### config.mk
export PLATFORM = sky130hd
export DESIGN_NAME = taylor_sine_approximation
export DESIGN_NICKNAME = d
export VERILOG_FILES = /design/src/sv/tsa_pkg.sv /design/src/sv/tsa_reduce.sv /design/src/sv/tsa_mul.sv /design/src/sv/tsa_div.sv /design/src/sv/taylor_sine_approximation.sv
export SDC_FILE = /design/constraint.sdc
export NUM_CORES = 2
export LEC_CHECK = 0
export ABC_AREA = 1
export ABC_CLOCK_PERIOD_IN_PS = 7200
export BUFFER_PORTS_ARGS = -buffer_cell sky130_fd_sc_hd__clkbuf_2
export CORE_UTILIZATION = 45
export CTS_CLUSTER_DIAMETER = 200
export CTS_CLUSTER_SIZE = 8
export DETAILED_ROUTE_END_ITERATION = 8
export PLACE_DENSITY_LB_ADDON = 0.2
export RECOVER_POWER = 25
export SETUP_SLACK_MARGIN = 0.1
export SYNTH_ARGS = -nofsm -noshare
export SYNTH_HDL_FRONTEND = slang
export SYNTH_HIERARCHICAL = 1
export SYNTH_SLANG_ARGS = --single-unit
### constraint.sdc
create_clock -name i_clk -period 7.2 [get_ports i_clk]
set_clock_uncertainty 0.2 [all_clocks]
set_input_delay 1.44 -clock i_clk [delete_from_list [all_inputs] [get_ports i_clk]]
set_output_delay 1.44 -clock i_clk [all_outputs]
set_load 0.01 [all_outputs]
### src/sv/tsa_pkg.sv
`timescale 1ns / 1ps
package tsa_pkg;

    // Port field widths
    localparam int ANGLE_W = 32;
    localparam int SINE_W  = 32;
    localparam int CNT_W   = 7;
    localparam int EPS_W   = 31;
    localparam int OUT_TDATA_W = 40;

    localparam logic [EPS_W-1:0] EPS_RESET = EPS_W'(1);

    // Parameter defaults
    localparam int MAX_TERMS_DEF       = 32;
    localparam int ANGLE_FRAC_BITS_DEF = 24;

    // Range reduction: magnitude in Q.48 modulo 2*pi in Q.48
    localparam int RED_FRAC = 48;
    localparam int RED_W    = 51;
    localparam logic [RED_W-1:0] TWO_PI_RED = RED_W'(52'h6487ED5110B46);

    // Rounding shifts from the reduced angle to x (Q.40) and first term (Q.30)
    localparam int X_SHIFT = RED_FRAC - 40;
    localparam int T_SHIFT = RED_FRAC - 30;

    // Datapath widths
    localparam int X2_W   = 36;
    localparam int TERM_W = 38;
    localparam int SUM_W  = 44;

    // Shared multiplier
    localparam int MUL_A_W     = 44;
    localparam int MUL_B_W     = 48;
    localparam int MUL_CHUNK_W = 16;
    localparam int MUL_OUT_W   = 44;
    localparam int SQ_SHIFT    = 50;
    localparam int TERM_SHIFT  = 30;

    // Term divider
    localparam int DIV_W          = 48;
    localparam int DIV_RADIX_BITS = 4;

    typedef enum logic [2:0] {
        S_IDLE,
        S_REDUCE,
        S_SQUARE,
        S_ACCUM,
        S_MUL,
        S_DIV_GO,
        S_DIV,
        S_DONE
    } t_state;

    typedef enum logic {
        MUL_SQUARE,
        MUL_TERM
    } t_mul_mode;

    typedef struct packed {
        logic      start;
        t_mul_mode mode;
    } t_mul_req;

endpackage

### src/sv/tsa_reduce.sv
`timescale 1ns / 1ps
// Serial remainder of (magnitude << shift) modulo 2*pi, one bit per cycle.
module tsa_reduce #(
    parameter int ANGLE_FRAC_BITS = tsa_pkg::ANGLE_FRAC_BITS_DEF
) (
    input  logic                        i_clk,
    input  logic                        i_rst_n,
    input  logic                        i_start,
    input  logic [tsa_pkg::ANGLE_W-1:0] i_mag,
    output logic                        o_done,
    output logic [tsa_pkg::RED_W-1:0]   o_rem
);

    localparam int SHIFT      = tsa_pkg::RED_FRAC - ANGLE_FRAC_BITS;
    localparam int NUM_W      = tsa_pkg::ANGLE_W + SHIFT;
    localparam int PRE_W      = tsa_pkg::RED_W - 1;
    localparam int STEPS      = NUM_W - PRE_W;
    localparam int STEP_CNT_W = $clog2(STEPS + 1);

    logic [NUM_W-1:0]            num;
    logic [tsa_pkg::RED_W:0]     rem2;
    logic [tsa_pkg::RED_W:0]     rem_sub;
    logic                        fits;

    logic                        r_busy;
    logic                        r_done;
    logic [STEP_CNT_W-1:0]       r_cnt;
    logic [tsa_pkg::RED_W-1:0]   r_rem;
    logic [STEPS-1:0]            r_low;

    assign num     = {i_mag, {SHIFT{1'b0}}};
    assign rem2    = {r_rem, r_low[STEPS-1]};
    assign fits    = rem2 >= {1'b0, tsa_pkg::TWO_PI_RED};
    assign rem_sub = rem2 - {1'b0, tsa_pkg::TWO_PI_RED};

    always_ff @(posedge i_clk) begin
        if (!i_rst_n) begin
            r_busy <= 1'b0;
            r_done <= 1'b0;
            r_cnt  <= '0;
        end else begin
            r_done <= 1'b0;
            if (i_start) begin
                r_busy <= 1'b1;
                r_cnt  <= '0;
            end else if (r_busy) begin
                r_cnt <= r_cnt + 1'b1;
                if (r_cnt == STEP_CNT_W'(STEPS - 1)) begin
                    r_busy <= 1'b0;
                    r_done <= 1'b1;
                end
            end
        end
    end

    // The top bits are always below 2*pi, so they preload the remainder
    always_ff @(posedge i_clk) begin
        if (i_start) begin
            r_rem <= {1'b0, num[NUM_W-1 -: PRE_W]};
            r_low <= num[STEPS-1:0];
        end else if (r_busy) begin
            r_rem <= fits ? rem_sub[tsa_pkg::RED_W-1:0] : rem2[tsa_pkg::RED_W-1:0];
            r_low <= r_low << 1;
        end
    end

    assign o_done = r_done;
    assign o_rem  = r_rem;

endmodule

### src/sv/tsa_mul.sv
`timescale 1ns / 1ps
// Shared multiplier: one 16-bit slice of B per cycle, then a rounded shift.
module tsa_mul (
    input  logic                          i_clk,
    input  logic                          i_rst_n,
    input  tsa_pkg::t_mul_req             i_req,
    input  logic [tsa_pkg::MUL_A_W-1:0]   i_a,
    input  logic [tsa_pkg::MUL_B_W-1:0]   i_b,
    output logic                          o_done,
    output logic [tsa_pkg::MUL_OUT_W-1:0] o_result
);

    localparam int CHUNKS      = tsa_pkg::MUL_B_W / tsa_pkg::MUL_CHUNK_W;
    localparam int CHUNK_CNT_W = $clog2(CHUNKS);
    localparam int PP_W        = tsa_pkg::MUL_A_W + tsa_pkg::MUL_CHUNK_W;
    localparam int WIDE_W      = tsa_pkg::SQ_SHIFT + tsa_pkg::MUL_OUT_W;

    logic [PP_W-1:0]                 pp_sum;
    logic [WIDE_W-1:0]               wide;

    logic                            r_busy;
    logic                            r_done;
    logic [CHUNK_CNT_W-1:0]          r_cnt;
    tsa_pkg::t_mul_mode              r_mode;
    logic [tsa_pkg::MUL_A_W-1:0]     r_a;
    logic [tsa_pkg::MUL_B_W-1:0]     r_b;
    logic [tsa_pkg::MUL_A_W-1:0]     r_hi;
    logic [tsa_pkg::MUL_B_W-1:0]     r_lo;

    assign pp_sum = PP_W'(r_hi) + r_a * r_b[tsa_pkg::MUL_CHUNK_W-1:0];
    assign wide   = WIDE_W'({r_hi, r_lo});

    always_ff @(posedge i_clk) begin
        if (!i_rst_n) begin
            r_busy <= 1'b0;
            r_done <= 1'b0;
            r_cnt  <= '0;
        end else begin
            r_done <= 1'b0;
            if (i_req.start) begin
                r_busy <= 1'b1;
                r_cnt  <= '0;
            end else if (r_busy) begin
                r_cnt <= r_cnt + 1'b1;
                if (r_cnt == CHUNK_CNT_W'(CHUNKS - 1)) begin
                    r_busy <= 1'b0;
                    r_done <= 1'b1;
                end
            end
        end
    end

    always_ff @(posedge i_clk) begin
        if (i_req.start) begin
            r_a    <= i_a;
            r_b    <= i_b;
            r_hi   <= '0;
            r_mode <= i_req.mode;
        end else if (r_busy) begin
            r_hi <= pp_sum[PP_W-1:tsa_pkg::MUL_CHUNK_W];
            r_lo <= {pp_sum[tsa_pkg::MUL_CHUNK_W-1:0],
                     r_lo[tsa_pkg::MUL_B_W-1:tsa_pkg::MUL_CHUNK_W]};
            r_b  <= r_b >> tsa_pkg::MUL_CHUNK_W;
        end
    end

    // Round half up: add the bit just below the cut
    always_comb begin
        unique case (r_mode)
            tsa_pkg::MUL_SQUARE: begin
                o_result = wide[tsa_pkg::SQ_SHIFT +: tsa_pkg::MUL_OUT_W]
                         + tsa_pkg::MUL_OUT_W'(wide[tsa_pkg::SQ_SHIFT-1]);
            end
            tsa_pkg::MUL_TERM: begin
                o_result = wide[tsa_pkg::TERM_SHIFT +: tsa_pkg::MUL_OUT_W]
                         + tsa_pkg::MUL_OUT_W'(wide[tsa_pkg::TERM_SHIFT-1]);
            end
        endcase
    end

    assign o_done = r_done;

endmodule

### src/sv/tsa_div.sv
`timescale 1ns / 1ps
// Restoring divider, four quotient bits per cycle.
module tsa_div #(
    parameter int DIVISOR_W = 13
) (
    input  logic                      i_clk,
    input  logic                      i_rst_n,
    input  logic                      i_start,
    input  logic [tsa_pkg::DIV_W-1:0] i_dividend,
    input  logic [DIVISOR_W-1:0]      i_divisor,
    output logic                      o_done,
    output logic [tsa_pkg::DIV_W-1:0] o_quot
);

    localparam int CYCLES    = tsa_pkg::DIV_W / tsa_pkg::DIV_RADIX_BITS;
    localparam int CYC_CNT_W = $clog2(CYCLES);

    logic [tsa_pkg::DIV_W-1:0] q_nx;
    logic [DIVISOR_W-1:0]      rem_nx;

    logic                      r_busy;
    logic                      r_done;
    logic [CYC_CNT_W-1:0]      r_cnt;
    logic [tsa_pkg::DIV_W-1:0] r_q;
    logic [DIVISOR_W-1:0]      r_rem;
    logic [DIVISOR_W-1:0]      r_d;

    always_comb begin
        logic [DIVISOR_W:0] trial;
        rem_nx = r_rem;
        q_nx   = r_q;
        trial  = '0;
        for (int i = 0; i < tsa_pkg::DIV_RADIX_BITS; i++) begin
            trial = {rem_nx, q_nx[tsa_pkg::DIV_W-1]};
            q_nx  = {q_nx[tsa_pkg::DIV_W-2:0], 1'b0};
            if (trial >= {1'b0, r_d}) begin
                trial   = trial - {1'b0, r_d};
                q_nx[0] = 1'b1;
            end
            rem_nx = trial[DIVISOR_W-1:0];
        end
    end

    always_ff @(posedge i_clk) begin
        if (!i_rst_n) begin
            r_busy <= 1'b0;
            r_done <= 1'b0;
            r_cnt  <= '0;
        end else begin
            r_done <= 1'b0;
            if (i_start) begin
                r_busy <= 1'b1;
                r_cnt  <= '0;
            end else if (r_busy) begin
                r_cnt <= r_cnt + 1'b1;
                if (r_cnt == CYC_CNT_W'(CYCLES - 1)) begin
                    r_busy <= 1'b0;
                    r_done <= 1'b1;
                end
            end
        end
    end

    // Quotient bits shift in where dividend bits shift out
    always_ff @(posedge i_clk) begin
        if (i_start) begin
            r_q   <= i_dividend;
            r_rem <= '0;
            r_d   <= i_divisor;
        end else if (r_busy) begin
            r_q   <= q_nx;
            r_rem <= rem_nx;
        end
    end

    assign o_done = r_done;
    assign o_quot = r_q;

endmodule

### src/sv/taylor_sine_approximation.sv
`timescale 1ns / 1ps
// Channel     | Dir | Transfer when         | Payload
// ------------+-----+-----------------------+----------------------------------------
// s_axis      | in  | tvalid & tready       | tdata[31:0] angle (Q8.24 default)
// m_axis      | out | tvalid & tready       | tdata[31:0] sine_value, [38:32] terms_used,
//             |     |                       | [39] hit_limit
// cfg         | in  | i_cfg_wr_en high      | i_cfg_wr_data[30:0] epsilon_threshold
//
// One angle in flight: no new angle is taken until the last result is loaded,
// and the result shows up as the input side becomes ready again.
// Each extra term costs one pass of the multiplier and one of the divider, plus
// the sequencing around them.
// Reset is synchronous and active low; it puts epsilon back to 1 and empties the output.
// A result waits in the output register while the next angle is taken; a stalled
// result only holds the finished item before it is moved out.
module taylor_sine_approximation #(
    parameter int MAX_TERMS       = tsa_pkg::MAX_TERMS_DEF,
    parameter int ANGLE_FRAC_BITS = tsa_pkg::ANGLE_FRAC_BITS_DEF
) (
    input  logic                            i_clk,
    input  logic                            i_rst_n,
    input  logic                            i_cfg_wr_en,
    input  logic [tsa_pkg::EPS_W-1:0]       i_cfg_wr_data,
    input  logic                            i_s_axis_tvalid,
    output logic                            o_s_axis_tready,
    input  logic [tsa_pkg::ANGLE_W-1:0]     i_s_axis_tdata,   // [31:0] angle
    output logic                            o_m_axis_tvalid,
    input  logic                            i_m_axis_tready,
    output logic [tsa_pkg::OUT_TDATA_W-1:0] o_m_axis_tdata    // [31:0] sine_value,
                                                              // [38:32] terms_used,
                                                              // [39] hit_limit
);

    // k = (2n+2)(2n+3) walks up by 14, 22, 30, ...
    localparam int K_W        = $clog2(2 * MAX_TERMS * (2 * MAX_TERMS + 1) + 1);
    localparam int K_FIRST    = 6;
    localparam int K_STEP_1ST = 14;
    localparam int K_STEP_INC = 8;

    localparam logic signed [tsa_pkg::SUM_W-1:0] SINE_MAX =
        {{(tsa_pkg::SUM_W - tsa_pkg::SINE_W + 1){1'b0}}, {(tsa_pkg::SINE_W - 1){1'b1}}};
    localparam logic signed [tsa_pkg::SUM_W-1:0] SINE_MIN =
        {{(tsa_pkg::SUM_W - tsa_pkg::SINE_W + 1){1'b1}}, {(tsa_pkg::SINE_W - 1){1'b0}}};

    tsa_pkg::t_state                    r_state;
    tsa_pkg::t_state                    n_state;

    logic [tsa_pkg::EPS_W-1:0]          r_eps;
    logic                               r_neg;
    logic [tsa_pkg::TERM_W-1:0]         r_term;
    logic [tsa_pkg::X2_W-1:0]           r_x2;
    logic [tsa_pkg::MUL_OUT_W-1:0]      r_prod;
    logic [K_W-1:0]                     r_k;
    logic [K_W-1:0]                     r_kinc;
    logic signed [tsa_pkg::SUM_W-1:0]   r_sum;
    logic [tsa_pkg::CNT_W-1:0]          r_count;
    logic                               r_hit;
    logic                               r_out_valid;
    logic [tsa_pkg::OUT_TDATA_W-1:0]    r_out_data;

    logic                               s_accept;
    logic [tsa_pkg::ANGLE_W-1:0]        mag;
    logic                               red_start;
    logic                               red_done;
    logic [tsa_pkg::RED_W-1:0]          red_rem;
    tsa_pkg::t_mul_req                  mul_req;
    logic [tsa_pkg::MUL_A_W-1:0]        mul_a;
    logic [tsa_pkg::MUL_B_W-1:0]        mul_b;
    logic                               mul_done;
    logic [tsa_pkg::MUL_OUT_W-1:0]      mul_result;
    logic                               div_start;
    logic                               div_done;
    logic [tsa_pkg::DIV_W-1:0]          div_dividend;
    logic [tsa_pkg::DIV_W-1:0]          div_quot;
    logic                               out_load;

    logic [tsa_pkg::MUL_A_W-1:0]        x40;
    logic [tsa_pkg::TERM_W-1:0]         term_first;
    logic                               term_neg;
    logic signed [tsa_pkg::SUM_W-1:0]   term_ext;
    logic signed [tsa_pkg::SUM_W-1:0]   sum_next;
    logic [tsa_pkg::CNT_W-1:0]          count_next;
    logic                               term_small;
    logic                               count_full;
    logic [tsa_pkg::SINE_W-1:0]         sine_sat;

    assign o_s_axis_tready = (r_state == tsa_pkg::S_IDLE) && i_rst_n;
    assign s_accept        = i_s_axis_tvalid && o_s_axis_tready;

    // Two's complement magnitude; the most negative angle gives 2^31 exactly
    assign mag = i_s_axis_tdata[tsa_pkg::ANGLE_W-1] ? (~i_s_axis_tdata + 1'b1)
                                                    : i_s_axis_tdata;

    // Round half up from the Q.48 reduced angle
    assign x40 = tsa_pkg::MUL_A_W'(red_rem[tsa_pkg::RED_W-1:tsa_pkg::X_SHIFT])
               + tsa_pkg::MUL_A_W'(red_rem[tsa_pkg::X_SHIFT-1]);
    assign term_first = tsa_pkg::TERM_W'(red_rem[tsa_pkg::RED_W-1:tsa_pkg::T_SHIFT])
                      + tsa_pkg::TERM_W'(red_rem[tsa_pkg::T_SHIFT-1]);

    // Odd-numbered terms flip the sign of the angle
    assign term_neg   = r_neg ^ r_count[0];
    assign term_ext   = $signed({{(tsa_pkg::SUM_W - tsa_pkg::TERM_W){1'b0}}, r_term});
    assign sum_next   = term_neg ? (r_sum - term_ext) : (r_sum + term_ext);
    assign count_next = r_count + 1'b1;
    assign term_small = {{(tsa_pkg::TERM_W - tsa_pkg::EPS_W){1'b0}}, r_eps} >= r_term;
    assign count_full = count_next >= tsa_pkg::CNT_W'(MAX_TERMS);

    // Squaring takes x twice; term steps take the running term and x^2
    assign mul_a = (r_state == tsa_pkg::S_REDUCE) ? x40
                                                   : tsa_pkg::MUL_A_W'(r_term);
    assign mul_b = (r_state == tsa_pkg::S_REDUCE) ? tsa_pkg::MUL_B_W'(x40)
                                                   : tsa_pkg::MUL_B_W'(r_x2);

    // Round the quotient half up by adding k/2 to the dividend
    assign div_dividend = tsa_pkg::DIV_W'(r_prod) + tsa_pkg::DIV_W'(r_k >> 1);

    always_comb begin
        if (r_sum > SINE_MAX) begin
            sine_sat = SINE_MAX[tsa_pkg::SINE_W-1:0];
        end else if (r_sum < SINE_MIN) begin
            sine_sat = SINE_MIN[tsa_pkg::SINE_W-1:0];
        end else begin
            sine_sat = r_sum[tsa_pkg::SINE_W-1:0];
        end
    end

    tsa_reduce #(
        .ANGLE_FRAC_BITS (ANGLE_FRAC_BITS)
    ) u_reduce (
        .i_clk   (i_clk),
        .i_rst_n (i_rst_n),
        .i_start (red_start),
        .i_mag   (mag),
        .o_done  (red_done),
        .o_rem   (red_rem)
    );

    tsa_mul u_mul (
        .i_clk    (i_clk),
        .i_rst_n  (i_rst_n),
        .i_req    (mul_req),
        .i_a      (mul_a),
        .i_b      (mul_b),
        .o_done   (mul_done),
        .o_result (mul_result)
    );

    tsa_div #(
        .DIVISOR_W (K_W)
    ) u_div (
        .i_clk      (i_clk),
        .i_rst_n    (i_rst_n),
        .i_start    (div_start),
        .i_dividend (div_dividend),
        .i_divisor  (r_k),
        .o_done     (div_done),
        .o_quot     (div_quot)
    );

    // Sequencer
    always_ff @(posedge i_clk) begin
        if (!i_rst_n) begin
            r_state <= tsa_pkg::S_IDLE;
        end else begin
            r_state <= n_state;
        end
    end

    always_comb begin
        n_state       = r_state;
        red_start     = 1'b0;
        mul_req.start = 1'b0;
        mul_req.mode  = tsa_pkg::MUL_SQUARE;
        div_start     = 1'b0;
        out_load      = 1'b0;
        unique case (r_state)
            tsa_pkg::S_IDLE: begin
                if (s_accept) begin
                    red_start = 1'b1;
                    n_state   = tsa_pkg::S_REDUCE;
                end
            end
            tsa_pkg::S_REDUCE: begin
                if (red_done) begin
                    mul_req.start = 1'b1;
                    mul_req.mode  = tsa_pkg::MUL_SQUARE;
                    n_state       = tsa_pkg::S_SQUARE;
                end
            end
            tsa_pkg::S_SQUARE: begin
                if (mul_done) begin
                    n_state = tsa_pkg::S_ACCUM;
                end
            end
            tsa_pkg::S_ACCUM: begin
                // The term just added may be the last one
                if (term_small || count_full) begin
                    n_state = tsa_pkg::S_DONE;
                end else begin
                    mul_req.start = 1'b1;
                    mul_req.mode  = tsa_pkg::MUL_TERM;
                    n_state       = tsa_pkg::S_MUL;
                end
            end
            tsa_pkg::S_MUL: begin
                if (mul_done) begin
                    n_state = tsa_pkg::S_DIV_GO;
                end
            end
            tsa_pkg::S_DIV_GO: begin
                div_start = 1'b1;
                n_state   = tsa_pkg::S_DIV;
            end
            tsa_pkg::S_DIV: begin
                if (div_done) begin
                    n_state = tsa_pkg::S_ACCUM;
                end
            end
            tsa_pkg::S_DONE: begin
                // Hold until the output register is free or being drained
                if (!r_out_valid || i_m_axis_tready) begin
                    out_load = 1'b1;
                    n_state  = tsa_pkg::S_IDLE;
                end
            end
        endcase
    end

    // Epsilon register and output flag
    always_ff @(posedge i_clk) begin
        if (!i_rst_n) begin
            r_eps       <= tsa_pkg::EPS_RESET;
            r_out_valid <= 1'b0;
        end else begin
            if (i_cfg_wr_en) begin
                r_eps <= i_cfg_wr_data;
            end
            if (out_load) begin
                r_out_valid <= 1'b1;
            end else if (i_m_axis_tready) begin
                r_out_valid <= 1'b0;
            end
        end
    end

    // Datapath
    always_ff @(posedge i_clk) begin
        if (s_accept) begin
            r_neg   <= i_s_axis_tdata[tsa_pkg::ANGLE_W-1];
            r_sum   <= '0;
            r_count <= '0;
            r_k     <= K_W'(K_FIRST);
            r_kinc  <= K_W'(K_STEP_1ST);
        end
        if (r_state == tsa_pkg::S_REDUCE && red_done) begin
            r_term <= term_first;
        end
        if (r_state == tsa_pkg::S_SQUARE && mul_done) begin
            r_x2 <= mul_result[tsa_pkg::X2_W-1:0];
        end
        if (r_state == tsa_pkg::S_ACCUM) begin
            r_sum   <= sum_next;
            r_count <= count_next;
            r_hit   <= !term_small;
        end
        if (r_state == tsa_pkg::S_MUL && mul_done) begin
            r_prod <= mul_result;
        end
        if (r_state == tsa_pkg::S_DIV && div_done) begin
            r_term <= div_quot[tsa_pkg::TERM_W-1:0];
            r_k    <= r_k + r_kinc;
            r_kinc <= r_kinc + K_W'(K_STEP_INC);
        end
        if (out_load) begin
            r_out_data <= {r_hit, r_count, sine_sat};
        end
    end

    assign o_m_axis_tvalid = r_out_valid;
    assign o_m_axis_tdata  = r_out_data;

endmodule

==> flow_summary.html <==
<table>
<tr><th>Metric</th><th>Value</th></tr>
<tr><th colspan="2">Status</th></tr>
<tr><td>Result of the run</td><td>finished with violations</td></tr>
<tr><td>Failing checks</td><td>max-capacitance violations, max-slew violations</td></tr>
<tr><th colspan="2">Synthesis</th></tr>
<tr><td>Average cell area after synthesis</td><td>7.14 um2</td></tr>
<tr><td>Synth warnings</td><td>6</td></tr>
<tr><td>Summed instance area of the synthesized netlist</td><td>0.0651 mm2</td></tr>
<tr><td>Synthesized instance count</td><td>9114</td></tr>
<tr><th colspan="2">Timing</th></tr>
<tr><td>Max Clk Rate</td><td>145 MHz</td></tr>
<tr><td>Fin. Hold Viols</td><td>0</td></tr>
<tr><td>Actual transition at the worst max-transition pin</td><td>3.43 ns</td></tr>
<tr><td>Setup repair after global routing missed its margin</td><td>no</td></tr>
<tr><td>Setup violators final</td><td>0</td></tr>
<tr><td>Period minus WS final</td><td>6.88 ns</td></tr>
<tr><td>Final-report max-slew violation count</td><td>407</td></tr>
<tr><td>Final worst slack</td><td>0.320 ns</td></tr>
<tr><td>Final critical-path share of the clock period</td><td>95.6%</td></tr>
<tr><td>Accumulated negative setup slack</td><td>0 ns</td></tr>
<tr><td>Relative slew margins</td><td>-129%</td></tr>
<tr><th colspan="2">Die</th></tr>
<tr><td>Standard-cell row count</td><td>139</td></tr>
<tr><td>Die outline width</td><td>382 um</td></tr>
<tr><td>DIE HEIGHT</td><td>382 um</td></tr>
<tr><td>Core Region</td><td>0.143 mm2</td></tr>
<tr><td>Top-level I/O count</td><td>110</td></tr>
<tr><td>Initial cell density of the core</td><td>45.4%</td></tr>
<tr><td>Area of the die</td><td>0.146 mm2</td></tr>
<tr><th colspan="2">Placed design</th></tr>
<tr><td>Port Buffers</td><td>109</td></tr>
<tr><td>HPWL reported at the end of detailed placement</td><td>205 mm</td></tr>
<tr><td>Place WS</td><td>0.0151 ns</td></tr>
<tr><td>Placed inst area</td><td>0.0691 mm2</td></tr>
<tr><td>Placer's final routability congestion estimate</td><td>1.05</td></tr>
<tr><th colspan="2">GRT</th></tr>
<tr><td>Pin count of the biggest net entering global routing</td><td>65</td></tr>
<tr><td>Number of global-route vias before repair</td><td>59343</td></tr>
<tr><td>Overall global routing resource usage</td><td>34.1%</td></tr>
<tr><td>Antenna violations before repair</td><td>25</td></tr>
<tr><td>First-pass GRT wire length</td><td>372 mm</td></tr>
<tr><td>GRT overflow</td><td>0</td></tr>
<tr><th colspan="2">Route</th></tr>
<tr><td>Via Count</td><td>60233</td></tr>
<tr><td>Detailed-route wire length per cell</td><td>22.0 um</td></tr>
<tr><td>Via density per instance</td><td>5.33</td></tr>
<tr><td>Number of DRC violations after detailed-routing iteration 0</td><td>5485</td></tr>
<tr><td>First-pass iteration count of the detailed router</td><td>9</td></tr>
<tr><td>Total detailed-routing wirelength</td><td>249 mm</td></tr>
<tr><td>DR DRC count</td><td>0</td></tr>
<tr><td>Antenna viol nets, final</td><td>0</td></tr>
<tr><th colspan="2">Worst setup path</th></tr>
<tr><td>Critical path class</td><td>register to register</td></tr>
<tr><td>Worst R2R Path Depth</td><td>25</td></tr>
<tr><td>Max Fanout on Critical Path</td><td>13</td></tr>
<tr><td>Worst path arrival time</td><td>7.29 ns</td></tr>
<tr><td>Type of element capturing the critical path</td><td>register</td></tr>
<tr><td>Required time of the worst setup path</td><td>7.61 ns</td></tr>
<tr><td>Critical path launch point type</td><td>register</td></tr>
<tr><th colspan="2">Clock tree</th></tr>
<tr><td>Clock latency reported for the late side of the worst-skew pair</td><td>0.73 ns</td></tr>
<tr><td>Count of H-tree levels built during CTS</td><td>3</td></tr>
<tr><td>Max Root-Sink Buffers</td><td>3</td></tr>
<tr><td>Total of hold buffers inserted after clock tree synthesis</td><td>0</td></tr>
<tr><td>Clock tree from TritonCTS</td><td>done</td></tr>
<tr><td>Clock buffers created by TritonCTS</td><td>80</td></tr>
<tr><td>Clk root buf</td><td>sky130_fd_sc_hd__clkbuf_16</td></tr>
<tr><td>Clock-pin transition on the worst setup and hold timing paths</td><td>0.06 ns</td></tr>
<tr><td>Clock sink count</td><td>563</td></tr>
<tr><th colspan="2">Cells and area</th></tr>
<tr><td>Multi-input gate area in the final layout</td><td>0.0419 mm2</td></tr>
<tr><td>Core occupancy in the finished layout</td><td>50.6%</td></tr>
<tr><td>Synth-to-layout area growth</td><td>11.5%</td></tr>
<tr><td>Layout filler cell count</td><td>14445</td></tr>
<tr><td>Post-route design area</td><td>0.0726 mm2</td></tr>
<tr><td>Most frequent standard cell in the layout excluding fill and tap cells</td><td>sky130_fd_sc_hd__nand2_1</td></tr>
<tr><td>Layout cell share with drive strength beyond 1</td><td>8.49%</td></tr>
<tr><td>Commonest non-fill, non-tap cells in the layout</td><td>sky130_fd_sc_hd__nand2_1, sky130_fd_sc_hd__inv_1, sky130_fd_sc_hd__nor2_1</td></tr>
<tr><td>Total Nets Final</td><td>10324</td></tr>
<tr><td>Register Area</td><td>0.0157 mm2</td></tr>
<tr><th colspan="2">Worst hold path</th></tr>
<tr><td>Type of the tightest min-delay check</td><td>register to register</td></tr>
<tr><td>Worst Hold Path Cells</td><td>0</td></tr>
<tr><th colspan="2">Run</th></tr>
<tr><td>Max-cap violations</td><td>9</td></tr>
</table>
[what timing repair did]
action,4_1_cts,5_1_grt
pin swaps,0,59
buffers inserted,3,27
cloned,0,6
setup endpoints to repair,13,19
resized for setup,2,159
[per-layer routing]
metal  track usage, %  vias up  part of all wire [%]
li1                 -    28186                     -
met1             43.2    29111                    40
met2             55.2     2375                    46
met3             4.95      555                   7.2
met4             20.6        6                   7.1
met5                0        -                 0.014
[state kept, by name (all words and copies together), names as in the netlist, 4 cells and up]
register        count
u_reduce/o_rem     50
u_div/o_quot       48
u_mul/r_b          48
r_prod             44
r_sum              44
u_mul/r_a          44
u_mul/r_hi         44
o_m_axis_tdata     40
r_term             38
r_x2               36
r_eps              31
u_mul/r_lo         19
u_div/r_d          13
u_div/r_rem        13
r_k                12
r_kinc             10
r_count             7
u_div/r_cnt         4
[critical path, cell delays in order, from the launching register on]
cell                       delay [ns]
sky130_fd_sc_hd__edfxtp_1        0.68
sky130_fd_sc_hd__buf_4           0.29
sky130_fd_sc_hd__nand2_1         0.07
sky130_fd_sc_hd__inv_1           0.05
sky130_fd_sc_hd__fa_1            0.47
sky130_fd_sc_hd__inv_1           0.06
sky130_fd_sc_hd__fa_1            0.51
sky130_fd_sc_hd__fa_1            0.52
sky130_fd_sc_hd__inv_1           0.05
sky130_fd_sc_hd__fa_1            0.49
sky130_fd_sc_hd__fa_1            0.56
sky130_fd_sc_hd__inv_1           0.06
sky130_fd_sc_hd__fa_1            0.64
sky130_fd_sc_hd__inv_1           0.08
sky130_fd_sc_hd__ha_1            0.41
sky130_fd_sc_hd__nand2_1         0.14
sky130_fd_sc_hd__nor2_1          0.33
sky130_fd_sc_hd__nand2_1         0.23
sky130_fd_sc_hd__nor2_1          0.14
sky130_fd_sc_hd__nand2_1         0.06
sky130_fd_sc_hd__nand3_1         0.25
sky130_fd_sc_hd__nand3_1         0.15
sky130_fd_sc_hd__nand2_1         0.09
sky130_fd_sc_hd__nand2_1         0.05
sky130_fd_sc_hd__nand3_1         0.14
sky130_fd_sc_hd__nand2_1         0.07
[final cells by class]
cell class / instances / area share, %
clock buffers: 140 / 3.10
diodes: 21 / 0.0724
well taps: 1903 / 3.28
flip-flops and latches: 563 / 21.6
multi-input cells: 6365 / 57.7
repair buffers: 408 / 4.18
inverters: 1903 / 9.84
clock inverters: 7 / 0.240
[through the flow]
step / std cells / hold slack, ns
3_5_place_dp: 11106 / 0.255
2_1_floorplan: 9121 / 0.200
6_report: 11310 / 0.265
4_1_cts: 11256 / 0.269
3_3_place_gp: 11106 / 0.254
5_1_grt: 11308 / 0.269
[final timing paths]
| check | startpoint | to | slack [ns] |
|---|---|---|---|
| worst max register to register | u_mul/r_a[14]$_DFFE_PP_ | u_mul/r_hi[42]$_SDFFE_PP0P_ | 0.32 |
| worst min register to register | r_hit$_DFFE_PN_ | o_m_axis_tdata[39]$_DFFE_PP_ | 0.26 |
| worst max-delay path | u_mul/r_a[14]$_DFFE_PP_ | u_mul/r_hi[42]$_SDFFE_PP0P_ | 0.32 |
| worst min-delay path | r_hit$_DFFE_PN_ | o_m_axis_tdata[39]$_DFFE_PP_ | 0.26 |
Power is left out: the tool's default activity adds up to more than one toggle a clock period on the data nets, which glitch-free logic cannot reach.
